## config.mk

```make
export PLATFORM = sky130hd
export DESIGN_NAME = polynomial_string_hash_core
export DESIGN_NICKNAME = d
export VERILOG_FILES = /design/src/rtl/core/phs_pkg.sv /design/src/rtl/core/polynomial_string_hash_core.sv /design/src/rtl/core/phs_useq.sv /design/src/rtl/core/phs_dpath.sv
export SDC_FILE = /design/constraint.sdc
export NUM_CORES = 2
export LEC_CHECK = 0
export ABC_AREA = 0
export BUFFER_PORTS_ARGS = -buffer_cell sky130_fd_sc_hd__buf_2
export CAP_MARGIN = 20
export CORE_MARGIN = 2
export CORE_UTILIZATION = 50
export CTS_BUF_LIST = sky130_fd_sc_hd__clkbuf_4
export DETAILED_ROUTE_END_ITERATION = 6
export PLACE_DENSITY = 0.66
export SYNTH_ARGS = -nofsm -noshare
export SYNTH_HDL_FRONTEND = slang
export SYNTH_SLANG_ARGS = --single-unit
```

## constraint.sdc

```tcl
create_clock -name clk_i -period 15.1 [get_ports clk_i]
set_input_delay 3.02 -clock clk_i [delete_from_list [all_inputs] [get_ports clk_i]]
set_output_delay 3.02 -clock clk_i [all_outputs]
set_load 0.02 [all_outputs]
```

## src/rtl/core/phs_pkg.sv

```systemverilog
// Package for the polynomial string hash core: constants, control codes,
// control word and status types, and the microcode program. No dependencies.
`default_nettype none

package phs_pkg;

  localparam int unsigned BucketBits = 16;
  localparam int unsigned CfgWidth   = 16;
  localparam int unsigned StepBits   = 4;

  localparam logic [29:0] HashMod    = 30'd1000000009;
  localparam logic [4:0]  HashBase   = 5'd31;
  localparam logic [8:0]  CoefOffset = 9'd96;   // 'a' - 1
  localparam logic [15:0] BucketRst  = 16'd101;

  // Reciprocal of the modulus, scaled by 2**50, for the quotient estimate.
  localparam logic [20:0] RecipK = 21'((64'd1 << 50) / 64'd1000000009);

  // Loop count start for the bucket remainder: one less than the 30 bits of the dividend magnitude.
  localparam logic [4:0] DivLastCnt = 5'd29;

  typedef enum logic [3:0] {
    OP_NOP,
    OP_LOAD,
    OP_MTERM,
    OP_MPOW,
    OP_ABS,
    OP_QEST,
    OP_MSUB,
    OP_FIXS,
    OP_FIXP,
    OP_DINIT,
    OP_DSTEP,
    OP_EMIT
  } op_e;

  typedef enum logic [2:0] {
    C_NONE,
    C_NO_IN,
    C_BIG,
    C_NOT_LAST,
    C_CNT_NZ,
    C_OUT_BUSY
  } cond_e;

  typedef struct packed {
    op_e                 op;
    cond_e               cond;
    logic [StepBits-1:0] target;
    logic                hold;   // suppress the op while the jump is taken
    logic                fin;    // fall through to step zero
  } ctl_word_t;

  typedef struct packed {
    op_e  op;
    logic en;
  } dp_ctl_t;

  typedef struct packed {
    logic big;
    logic last;
    logic cnt_nz;
  } dp_stat_t;

  typedef struct packed {
    logic [30:0]           hash;
    logic [BucketBits-1:0] rem;
    logic                  neg;
  } dp_res_t;

  // Step addresses of the program.
  localparam logic [StepBits-1:0] StIdle    = 4'd0;
  localparam logic [StepBits-1:0] StMterm   = 4'd1;
  localparam logic [StepBits-1:0] StAbs     = 4'd2;
  localparam logic [StepBits-1:0] StQestS   = 4'd3;
  localparam logic [StepBits-1:0] StMsubS   = 4'd4;
  localparam logic [StepBits-1:0] StFixSum  = 4'd5;
  localparam logic [StepBits-1:0] StMpow    = 4'd6;
  localparam logic [StepBits-1:0] StQestP   = 4'd7;
  localparam logic [StepBits-1:0] StMsubP   = 4'd8;
  localparam logic [StepBits-1:0] StFixPow  = 4'd9;
  localparam logic [StepBits-1:0] StDivInit = 4'd10;
  localparam logic [StepBits-1:0] StDivLoop = 4'd11;
  localparam logic [StepBits-1:0] StEmit    = 4'd12;

  function automatic ctl_word_t ucode_word(input logic [StepBits-1:0] pc);
    ctl_word_t w;
    unique case (pc)
      StIdle:    w = '{op: OP_LOAD,  cond: C_NO_IN,    target: StIdle,    hold: 1'b1, fin: 1'b0};
      StMterm:   w = '{op: OP_MTERM, cond: C_NONE,     target: StIdle,    hold: 1'b0, fin: 1'b0};
      StAbs:     w = '{op: OP_ABS,   cond: C_NONE,     target: StIdle,    hold: 1'b0, fin: 1'b0};
      StQestS:   w = '{op: OP_QEST,  cond: C_NONE,     target: StIdle,    hold: 1'b0, fin: 1'b0};
      StMsubS:   w = '{op: OP_MSUB,  cond: C_NONE,     target: StIdle,    hold: 1'b0, fin: 1'b0};
      StFixSum:  w = '{op: OP_FIXS,  cond: C_BIG,      target: StFixSum,  hold: 1'b0, fin: 1'b0};
      StMpow:    w = '{op: OP_MPOW,  cond: C_NONE,     target: StIdle,    hold: 1'b0, fin: 1'b0};
      StQestP:   w = '{op: OP_QEST,  cond: C_NONE,     target: StIdle,    hold: 1'b0, fin: 1'b0};
      StMsubP:   w = '{op: OP_MSUB,  cond: C_NONE,     target: StIdle,    hold: 1'b0, fin: 1'b0};
      StFixPow:  w = '{op: OP_FIXP,  cond: C_BIG,      target: StFixPow,  hold: 1'b0, fin: 1'b0};
      StDivInit: w = '{op: OP_DINIT, cond: C_NOT_LAST, target: StIdle,    hold: 1'b0, fin: 1'b0};
      StDivLoop: w = '{op: OP_DSTEP, cond: C_CNT_NZ,   target: StDivLoop, hold: 1'b0, fin: 1'b0};
      StEmit:    w = '{op: OP_EMIT,  cond: C_OUT_BUSY, target: StEmit,    hold: 1'b1, fin: 1'b1};
      default:   w = '{op: OP_NOP,   cond: C_NONE,     target: StIdle,    hold: 1'b0, fin: 1'b1};
    endcase
    return w;
  endfunction

endpackage

`default_nettype wire

```

## src/rtl/core/polynomial_string_hash_core.sv

```systemverilog
// Polynomial rolling hash, one key byte per item, microcoded over a shared
// multiply and modular reduce datapath. Ready returns when the ten-step byte
// program ends, so a new byte is not taken before the last one is through.
// After the last byte the bucket remainder adds a 30-step bit-serial loop
// before the result is valid. Reset clears the sum to 0, the power to 1,
// the bucket count to 101 and empties the output register.
`default_nettype none

module polynomial_string_hash_core (
  input  wire                                clk_i,
  input  wire                                rst_ni,
  // Key byte channel
  input  wire                                in_valid_i,
  output logic                               in_ready_o,
  input  wire [7:0]                          char_byte_i,
  input  wire                                last_char_i,
  // Result channel
  output logic                               out_valid_o,
  input  wire                                out_ready_i,
  output logic signed [30:0]                 hash_value_o,
  output logic signed [phs_pkg::BucketBits:0] bucket_index_o,
  // Bucket count register
  input  wire                                cfg_we_i,
  input  wire [phs_pkg::CfgWidth-1:0]        cfg_wdata_i
);
  import phs_pkg::*;

  dp_ctl_t               ctl;
  dp_stat_t              stat;
  dp_res_t               res;

  logic [BucketBits-1:0] bucket_q;
  logic                  out_valid_q, out_valid_d;
  logic [30:0]           hash_q;
  logic [BucketBits:0]   bidx_q;
  logic                  out_busy;
  logic                  emit;
  logic [BucketBits:0]   rem_ext;
  logic [BucketBits:0]   bidx_w;

  // Bucket count: keep only the low bits that the remainder unit uses.
  always_ff @(posedge clk_i or negedge rst_ni) begin
    if (!rst_ni) begin
      bucket_q <= BucketBits'(BucketRst);
    end else if (cfg_we_i) begin
      bucket_q <= cfg_wdata_i[BucketBits-1:0];
    end
  end

  // Hold the emit step while the previous item still sits in the output register.
  assign out_busy = out_valid_q && !out_ready_i;

  phs_useq u_useq (
    .clk_i      (clk_i),
    .rst_ni     (rst_ni),
    .in_valid_i (in_valid_i),
    .out_busy_i (out_busy),
    .stat_i     (stat),
    .ctl_o      (ctl),
    .in_ready_o (in_ready_o)
  );

  phs_dpath u_dpath (
    .clk_i          (clk_i),
    .rst_ni         (rst_ni),
    .ctl_i          (ctl),
    .char_byte_i    (char_byte_i),
    .last_char_i    (last_char_i),
    .bucket_count_i (bucket_q),
    .stat_o         (stat),
    .res_o          (res)
  );

  assign emit = ctl.en && (ctl.op == OP_EMIT);

  // Remainder takes the sign of the hash; a zero bucket count forces zero.
  assign rem_ext = {1'b0, res.rem};
  assign bidx_w  = (bucket_q == '0) ? '0 :
                   res.neg          ? (~rem_ext + (BucketBits+1)'(1)) : rem_ext;

  always_comb begin
    out_valid_d = out_valid_q;
    if (emit) begin
      out_valid_d = 1'b1;
    end else if (out_ready_i) begin
      out_valid_d = 1'b0;
    end
  end

  always_ff @(posedge clk_i or negedge rst_ni) begin
    if (!rst_ni) begin
      out_valid_q <= 1'b0;
    end else begin
      out_valid_q <= out_valid_d;
    end
  end

  // Load the result payload only on emit; it holds while the item waits.
  always_ff @(posedge clk_i) begin
    if (emit) begin
      hash_q <= res.hash;
      bidx_q <= bidx_w;
    end
  end

  assign out_valid_o    = out_valid_q;
  assign hash_value_o   = $signed(hash_q);
  assign bucket_index_o = $signed(bidx_q);

endmodule

`default_nettype wire

```

## src/rtl/core/phs_useq.sv

```systemverilog
// Microcode sequencer: step counter, program lookup and conditional jumps.
// Depends on phs_pkg for the control word, condition codes and program.
`default_nettype none

module phs_useq (
  input  wire               clk_i,
  input  wire               rst_ni,
  input  wire               in_valid_i,
  input  wire               out_busy_i,
  input  phs_pkg::dp_stat_t stat_i,
  output phs_pkg::dp_ctl_t  ctl_o,
  output logic              in_ready_o
);
  import phs_pkg::*;

  logic [StepBits-1:0] pc_q, pc_d;
  ctl_word_t           word;
  logic                taken;

  assign word = ucode_word(pc_q);

  always_comb begin
    unique case (word.cond)
      C_NONE:     taken = 1'b0;
      C_NO_IN:    taken = !in_valid_i;
      C_BIG:      taken = stat_i.big;
      C_NOT_LAST: taken = !stat_i.last;
      C_CNT_NZ:   taken = stat_i.cnt_nz;
      C_OUT_BUSY: taken = out_busy_i;
      default:    taken = 1'b0;
    endcase
  end

  always_comb begin
    if (taken) begin
      pc_d = word.target;
    end else if (word.fin) begin
      pc_d = StIdle;
    end else begin
      pc_d = pc_q + StepBits'(1);
    end
  end

  assign ctl_o.op    = word.op;
  assign ctl_o.en    = !(word.hold && taken);
  assign in_ready_o  = (word.op == OP_LOAD);

  always_ff @(posedge clk_i or negedge rst_ni) begin
    if (!rst_ni) begin
      pc_q <= StIdle;
    end else begin
      pc_q <= pc_d;
    end
  end

endmodule

`default_nettype wire

```

## src/rtl/core/phs_dpath.sv

```systemverilog
// Datapath: hash state, shared multiply and modular reduce unit, and the
// bit-serial bucket remainder. Depends on phs_pkg for op codes and constants.
`default_nettype none

module phs_dpath (
  input  wire                               clk_i,
  input  wire                               rst_ni,
  input  phs_pkg::dp_ctl_t                  ctl_i,
  input  wire [7:0]                         char_byte_i,
  input  wire                               last_char_i,
  input  wire [phs_pkg::BucketBits-1:0]     bucket_count_i,
  output phs_pkg::dp_stat_t                 stat_o,
  output phs_pkg::dp_res_t                  res_o
);
  import phs_pkg::*;

  logic [7:0]            byte_q;
  logic                  last_q;
  logic signed [30:0]    sum_q, sum_d;
  logic [29:0]           pow_q, pow_d;
  logic signed [38:0]    acc_q, acc_d;
  logic [37:0]           mag_q, mag_d;
  logic                  neg_q, neg_d;
  logic [7:0]            qt_q, qt_d;
  logic [29:0]           dvd_q, dvd_d;
  logic [BucketBits-1:0] rem_q, rem_d;
  logic [4:0]            cnt_q, cnt_d;
  logic                  hneg_q, hneg_d;

  logic signed [8:0]     coef;
  logic signed [39:0]    term_full;
  logic [38:0]           qprod;
  logic [37:0]           qmul;
  logic                  big;
  logic [30:0]           mag31;
  logic [30:0]           sum_w;
  logic [BucketBits:0]   trial;
  logic [BucketBits:0]   dvsr;

  // Key byte as signed char, minus 'a', plus one.
  assign coef      = $signed({byte_q[7], byte_q}) - $signed(CoefOffset);
  assign term_full = 40'(coef) * 40'($signed({1'b0, pow_q}));
  assign qprod     = 39'(mag_q[37:20]) * 39'(RecipK);
  assign qmul      = 38'(qt_q) * 38'(HashMod);
  assign big       = (mag_q >= 38'(HashMod));
  assign mag31     = {1'b0, mag_q[29:0]};
  assign sum_w     = neg_q ? (~mag31 + 31'd1) : mag31;
  assign trial     = {rem_q, dvd_q[29]};
  assign dvsr      = {1'b0, bucket_count_i};

  always_comb begin
    sum_d  = sum_q;
    pow_d  = pow_q;
    acc_d  = acc_q;
    mag_d  = mag_q;
    neg_d  = neg_q;
    qt_d   = qt_q;
    dvd_d  = dvd_q;
    rem_d  = rem_q;
    cnt_d  = cnt_q;
    hneg_d = hneg_q;
    if (ctl_i.en) begin
      unique case (ctl_i.op)
        OP_NOP: begin
        end
        OP_LOAD: begin
        end
        OP_MTERM: acc_d = 39'(term_full + 40'(sum_q));
        OP_MPOW: begin
          mag_d = 38'(pow_q) * 38'(HashBase);
          neg_d = 1'b0;
        end
        OP_ABS: begin
          mag_d = acc_q[38] ? 38'(-acc_q) : acc_q[37:0];
          neg_d = acc_q[38];
        end
        OP_QEST: qt_d = qprod[37:30];
        OP_MSUB: mag_d = mag_q - qmul;
        OP_FIXS: begin
          if (big) begin
            mag_d = mag_q - 38'(HashMod);
          end else begin
            sum_d = $signed(sum_w);
          end
        end
        OP_FIXP: begin
          if (big) begin
            mag_d = mag_q - 38'(HashMod);
          end else begin
            pow_d = mag_q[29:0];
          end
        end
        OP_DINIT: begin
          dvd_d  = sum_q[30] ? 30'(-sum_q) : sum_q[29:0];
          hneg_d = sum_q[30];
          rem_d  = '0;
          cnt_d  = DivLastCnt;
        end
        OP_DSTEP: begin
          rem_d = (trial >= dvsr) ? BucketBits'(trial - dvsr) : trial[BucketBits-1:0];
          dvd_d = {dvd_q[28:0], 1'b0};
          cnt_d = cnt_q - 5'd1;
        end
        OP_EMIT: begin
          sum_d = '0;
          pow_d = 30'd1;
        end
        default: begin
        end
      endcase
    end
  end

  always_ff @(posedge clk_i or negedge rst_ni) begin
    if (!rst_ni) begin
      sum_q  <= '0;
      pow_q  <= 30'd1;
      last_q <= 1'b0;
      cnt_q  <= '0;
    end else begin
      sum_q <= sum_d;
      pow_q <= pow_d;
      cnt_q <= cnt_d;
      if (ctl_i.en && ctl_i.op == OP_LOAD) begin
        last_q <= last_char_i;
      end
    end
  end

  always_ff @(posedge clk_i) begin
    if (ctl_i.en && ctl_i.op == OP_LOAD) begin
      byte_q <= char_byte_i;
    end
    acc_q  <= acc_d;
    mag_q  <= mag_d;
    neg_q  <= neg_d;
    qt_q   <= qt_d;
    dvd_q  <= dvd_d;
    rem_q  <= rem_d;
    hneg_q <= hneg_d;
  end

  assign stat_o.big    = big;
  assign stat_o.last   = last_q;
  assign stat_o.cnt_nz = (cnt_q != 5'd0);

  assign res_o.hash = sum_q;
  assign res_o.rem  = rem_q;
  assign res_o.neg  = hneg_q;

endmodule

`default_nettype wire

```

* After elaboration in Yosys (flattened, before gate mapping)
Memories as Yosys holds them, arrays and structs flattened. Cells that the tools add are included. W data, S select, Z words.
Cells by class: reductions and logical operators 26, bitwise gates (word level) 4, multiply operators 4, add/sub/neg operators 11, $lt $le $gt $ge 2, muxes and demuxes 20, equality and inequality tests 19
Operator list (count):
- $pmux W38 S4 | 1
- $pmux W30 S2 | 2
- $mux W38 | 2
- $mux W31 | 2
- $pmux W31 S2 | 1
- $mux W30 | 2
- $add A39 B31 Y39 | 1
- $mul A9 B31 Y39 | 1
- $ge A38 B30 Y1 const B | 1
- $mul A18 B21 Y38 const B | 1
- $mul A8 B30 Y38 const B | 1
- $neg A38 Y38 | 1
- $sub A38 B30 Y38 const B | 1
- $sub A38 B38 Y38 | 1
- $mul A30 B5 Y35 const B | 1
- $mux W16 | 2
- $pmux W16 S2 | 1
- $add A31 B1 Y31 const B | 1
- $not A30 Y31 | 1
- $neg A30 Y30 | 1
- $add A17 B1 Y17 const B | 1
- $ge A17 B16 Y1 | 1
- $not A16 Y17 | 1
- $eq A4 B3 Y1 const B | 4
- 27 further kinds | 54
Storage, ports and cells: memories kept 1, logic and storage cells 105, output and inout bits 50, register bits 277, memory bits (read-only) 208
Memories:
- (no name shown) | words 16, bits a word 13, read ports 1, clocked after memory_dff 0, wr ports 0, RTL line phs_pkg.sv:88 | unique case (pc)

* Logic depth before layout (Yosys ltp)
depth after elaboration 7, mapped depth 23

* By module
From an unflattened synthesis, not the netlist that was laid out.
Unflattened totals: cells, all modules 4001, area total of the unflattened synthesis 38610.8 µm²
By module, submodules not included:
- phs_dpath | times used 1, area an instance 35373.9 µm², sequential area each 5911.9 µm², cells each 3771
- polynomial_string_hash_core | times used 1, area an instance 2592.5 µm², sequential area each 1871.8 µm², cells each 159
- phs_useq | times used 1, area an instance 644.4 µm², sequential area each 100.1 µm², cells each 71

* Worst setup path before layout
Ideal clock, no wire load.
kind input to register, start point in out_ready_i, end point reg u_dpath.mag_q[0] (enable), setup slack 7.911 ns, buffers on the path 1, cell stages on the path 7, required time 14.609 ns, setup time 0.491 ns, arrival 6.699 ns, path through nand2b_1 mux2i_1 a21oi_1 o32ai_1 and4b_1 clkbuf_1 a211oi_1
Between the ends: cells in the longest elaborated chain, start to end 6
Ends and longest elaborated chain:
- start, declared | RTL line polynomial_string_hash_core.sv:19 | input wire out_ready_i,
- $logic_not A1 Y1 | RTL line polynomial_string_hash_core.sv:51 | assign out_busy = out_valid_q && !out_ready_i;
- $logic_and A1 B1 Y1 | RTL line polynomial_string_hash_core.sv:51
- $pmux W1 S5 | RTL line phs_useq.sv:23 | unique case (word.cond)
- $logic_and A1 B1 Y1 | RTL line phs_useq.sv:45 | assign ctl_o.en = !(word.hold && taken);
- $not A1 Y1 (no source line)
- $reduce_and A3 Y1 (no source line)
- end signal, assigned | RTL line phs_dpath.sv:135 | mag_q <= mag_d;
- end, declared | RTL line phs_dpath.sv:22 | logic [37:0] mag_q, mag_d;
No other way between the ends. A chain may end at the register's enable or synchronous reset.

* Worst setup path after layout
start point reg u_dpath.byte_q[5], end point reg u_dpath.acc_q[36], data pin
Between the ends: cells in the longest elaborated chain, start to end 3
Ends and longest elaborated chain:
- start, declared | RTL line phs_dpath.sv:17 | logic [7:0] byte_q;
- start signal, assigned | RTL line phs_dpath.sv:132 | byte_q <= char_byte_i;
- $sub A8 B8 Y9 | RTL line phs_dpath.sv:41 | assign coef = $signed({byte_q[7], byte_q}) - $signed(CoefOffset);
- $mul A9 B31 Y39 | RTL line phs_dpath.sv:42 | assign term_full = 40'(coef) * 40'($signed({1'b0, pow_q}));
- $add A39 B31 Y39 | RTL line phs_dpath.sv:68 | OP_MTERM: acc_d = 39'(term_full + 40'(sum_q));
- end signal, assigned | RTL line phs_dpath.sv:134 | acc_q <= acc_d;
- end, declared | RTL line phs_dpath.sv:21 | logic signed [38:0] acc_q, acc_d;
No other way between the ends.

==> run metrics <==
status complete, no violations; Post-Layout Inst Area 0.04145 sq mm; RSZ-0062 raised after global routing no; Core Area 0.07708 sq mm; hold buffer count at CTS 0; starting density of the core 50.26%; final period utilization between 50% and 60%; HPWL reported at the end of detailed placement between 80 and 90 mm; Hold Path Sink u_dpath.cnt_q[4]; Area after DPL a little over 0.04 sq mm; Seq cells post-synth 277; number of vias per cell approximately 5.6; Clock Sinks between 200 and 300; Setup CP Type reg2reg; Setup crit start kind flip-flop; # nets final 5032; R2R Path Start u_dpath.byte_q[5]; GR Overflow Total 0; total CTS buffers 80; # IOs 80; Die ar. ~0.08 sq mm; WHS Path Cells 1; Synth cell types 82; Critical Path Sink Type flip-flop; CTS resizes 0; Final min period 7.733 ns; ys async rst share between 30% and 40%; share of layout cells above drive strength 1 9.117%; Max H-tree Level 3; die height around 280 um; DRC Markers 0; EDFF count, synth 189; post-synthesis cell area 0.03874 sq mm; most instantiated cells after synthesis 652 x inv_1, 487 x fa_1, 467 x ha_1, 286 x nand2_1, 211 x nor2_1; largest area contributor in the netlist fa_1; CP Data Arrival Time approximately 8.4 ns; synthesized net count about 5000; Slew HR 33.22%; worst min-delay path class reg2reg; Max Cap Viol 0; CTS tree built; Skew-Pair Late Insertion Delay ~0.87 ns; top area cells in the synthesized netlist fa_1 25%, ha_1 15%, edfxtp_1 15%, inv_1 6.3%, dfrtp_1 5.4%; gpl congestion 0.9156; pin count of the biggest net entering global routing between 70 and 80; Setup Buffers After CTS 0; Final Util between 50% and 60%; wire length per cell 20.16 um; Hold Crit Start u_dpath.cnt_q[4]; YS warnings 0; DR iter-0 viols just over 2000; syn avg cell area 9.736 sq um; Layout area overhead 7.005%; Hold Violations, Final 0; first-pass GRT wire length about 160 mm; most frequent cell after synthesis inv_1; antenna viol nets, final 0; vias in the first global route 29183; buffer depth of the longest clock path 3; Total GRT Usage between 20% and 30%; initial antenna violation count 3; CP max FO 32; ys flop type edfxtp_1; final setup fails 0; Vias between 20000 and 30000; first-pass detailed-route iteration total 6; Fin Setup TNS 0 ns; Synth Instances about 4000; chip width around 280 um; reg-to-reg slack, setup 7.37 ns; root buffer cell clkbuf_4; top-area cell type share of the netlist area between 20% and 30%; Worst-Margin Slew between 1 and 1.5 ns; row cnt 102; Post-Route WL around 100 mm; Layout Skew between 0.1 and 0.15 ns; r2r worst-path depth 19; max frequency around 0.13 GHz; port bufs 79; clock-pin slew on the worst setup and hold paths roughly 0.06 ns; pins over their slew limit 0; Seq/Total Area, Yosys between 20% and 30%; r2r endpoint u_dpath.acc_q[36]; data required time of the critical path roughly 16 ns
==> layout by cell type, fill, tap and decap left out, drive strengths merged, types with 18 or more instances in the layout <==
| cell type | count |
|---|---|
| nand3 | 58 |
| o21a | 20 |
| clkinv | 23 |
| and2 | 124 |
| xor2 | 97 |
| xnor2 | 144 |
| nand2 | 287 |
| a31oi | 27 |
| or4 | 18 |
| or3 | 25 |
| nor2b | 41 |
| nor4 | 18 |
| mux2 | 55 |
| ha | 467 |
| o21ai | 185 |
| a21o | 67 |
| edfxtp | 189 |
| nor2 | 211 |
| fa | 487 |
| o211ai | 22 |
| a21oi | 149 |
| inv | 654 |
| o31ai | 51 |
| clkbuf | 121 |
| dfrtp | 83 |
| o22ai | 21 |
| nand2b | 30 |
| o41ai | 20 |
| nand4 | 25 |
| mux2i | 27 |
| buf | 127 |
| nor3 | 37 |
| a211oi | 24 |
==> flip-flops by register name, summed over array words and instances (netlist names) <==
register	count
u_dpath.hneg_q	1
u_useq.pc_q	4
u_dpath.qt_q	8
u_dpath.neg_q	1
u_dpath.rem_q	16
u_dpath.sum_q	31
u_dpath.cnt_q	5
hash_value_o	31
u_dpath.dvd_q	30
out_valid_o	1
bucket_q	16
bucket_index_o	17
u_dpath.pow_q	30
u_dpath.byte_q	8
u_dpath.mag_q	38
u_dpath.acc_q	39
u_dpath.last_q	1
==> worst max path at each step <==
stage                      start                end  slack [ns]
2_1_floorplan        out_ready_i   u_dpath.mag_q[0]        7.91
3_3_place_gp   u_dpath.byte_q[5]  u_dpath.acc_q[36]        7.72
3_5_place_dp   u_dpath.byte_q[5]  u_dpath.acc_q[36]        7.59
4_1_cts        u_dpath.byte_q[5]  u_dpath.acc_q[36]        7.49
5_1_grt        u_dpath.byte_q[5]  u_dpath.acc_q[36]        6.98
6_report       u_dpath.byte_q[5]  u_dpath.acc_q[36]        7.37
==> critical path, stage by stage, from the launching register on <==
cell	delay [ns]
edfxtp_1	0.36
buf_4	0.26
ha_1	0.90
nand2_1	0.18
fa_1	0.58
fa_1	0.44
fa_1	0.52
fa_1	0.43
fa_1	0.49
inv_1	0.04
ha_1	0.34
a211oi_1	0.28
o211ai_1	0.19
a311oi_1	0.40
o21ai_0	0.28
o21ai_1	0.45
a311oi_1	0.33
a221o_1	0.46
or4b_1	0.48
nand4b_1	0.09
==> layer usage <==
metal / track usage [%] / part of all wire (%) / vias up
met5: 0 / 0 / -
met4: 9.809 / 3.5 / 0
met3: 3.956 / 5.8 / 189
met2: 45.00 / 48 / 838
met1: 34.83 / 42 / 14499
li1: - / - / 13500
==> kinds of logic after synthesis <==
group | synth area share, %
xor gates and xnor gates | 5.448
adders and majority gates | 40.25
DFF | 20.35
and+or+nand+nor | 11.89
buffers and inverters | 7.751
AOI/OAI and AO/OA | 11.76
muxes | 2.558
==> final cells by class <==
cell class	count	area, sq um
Timing Repair Buffer	127	790.8
Clock buffer	121	908.4
Inverter	653	2451
Clock inverter	26	183.9
Sequential cell	277	7884
Antenna cell	1	2.502
Fill cell	7080	35630
Tap cell	1040	1301
Multi-Input combinational cell	2909	27930
==> metrics by stage <==
stage	hold WS, ns	setup slack (ns)	std cells
floorplan	0.4403	7.911	3979
global placement	0.4524	7.718	5004
detailed placement	0.4603	7.593	5005
CTS	0.4550	7.494	5152
global route	0.4867	6.979	5154
finish	0.4643	7.367	5154
Power is not shown: default switching activity piles up to over one toggle a cycle in this logic, so the estimate is an artifact.
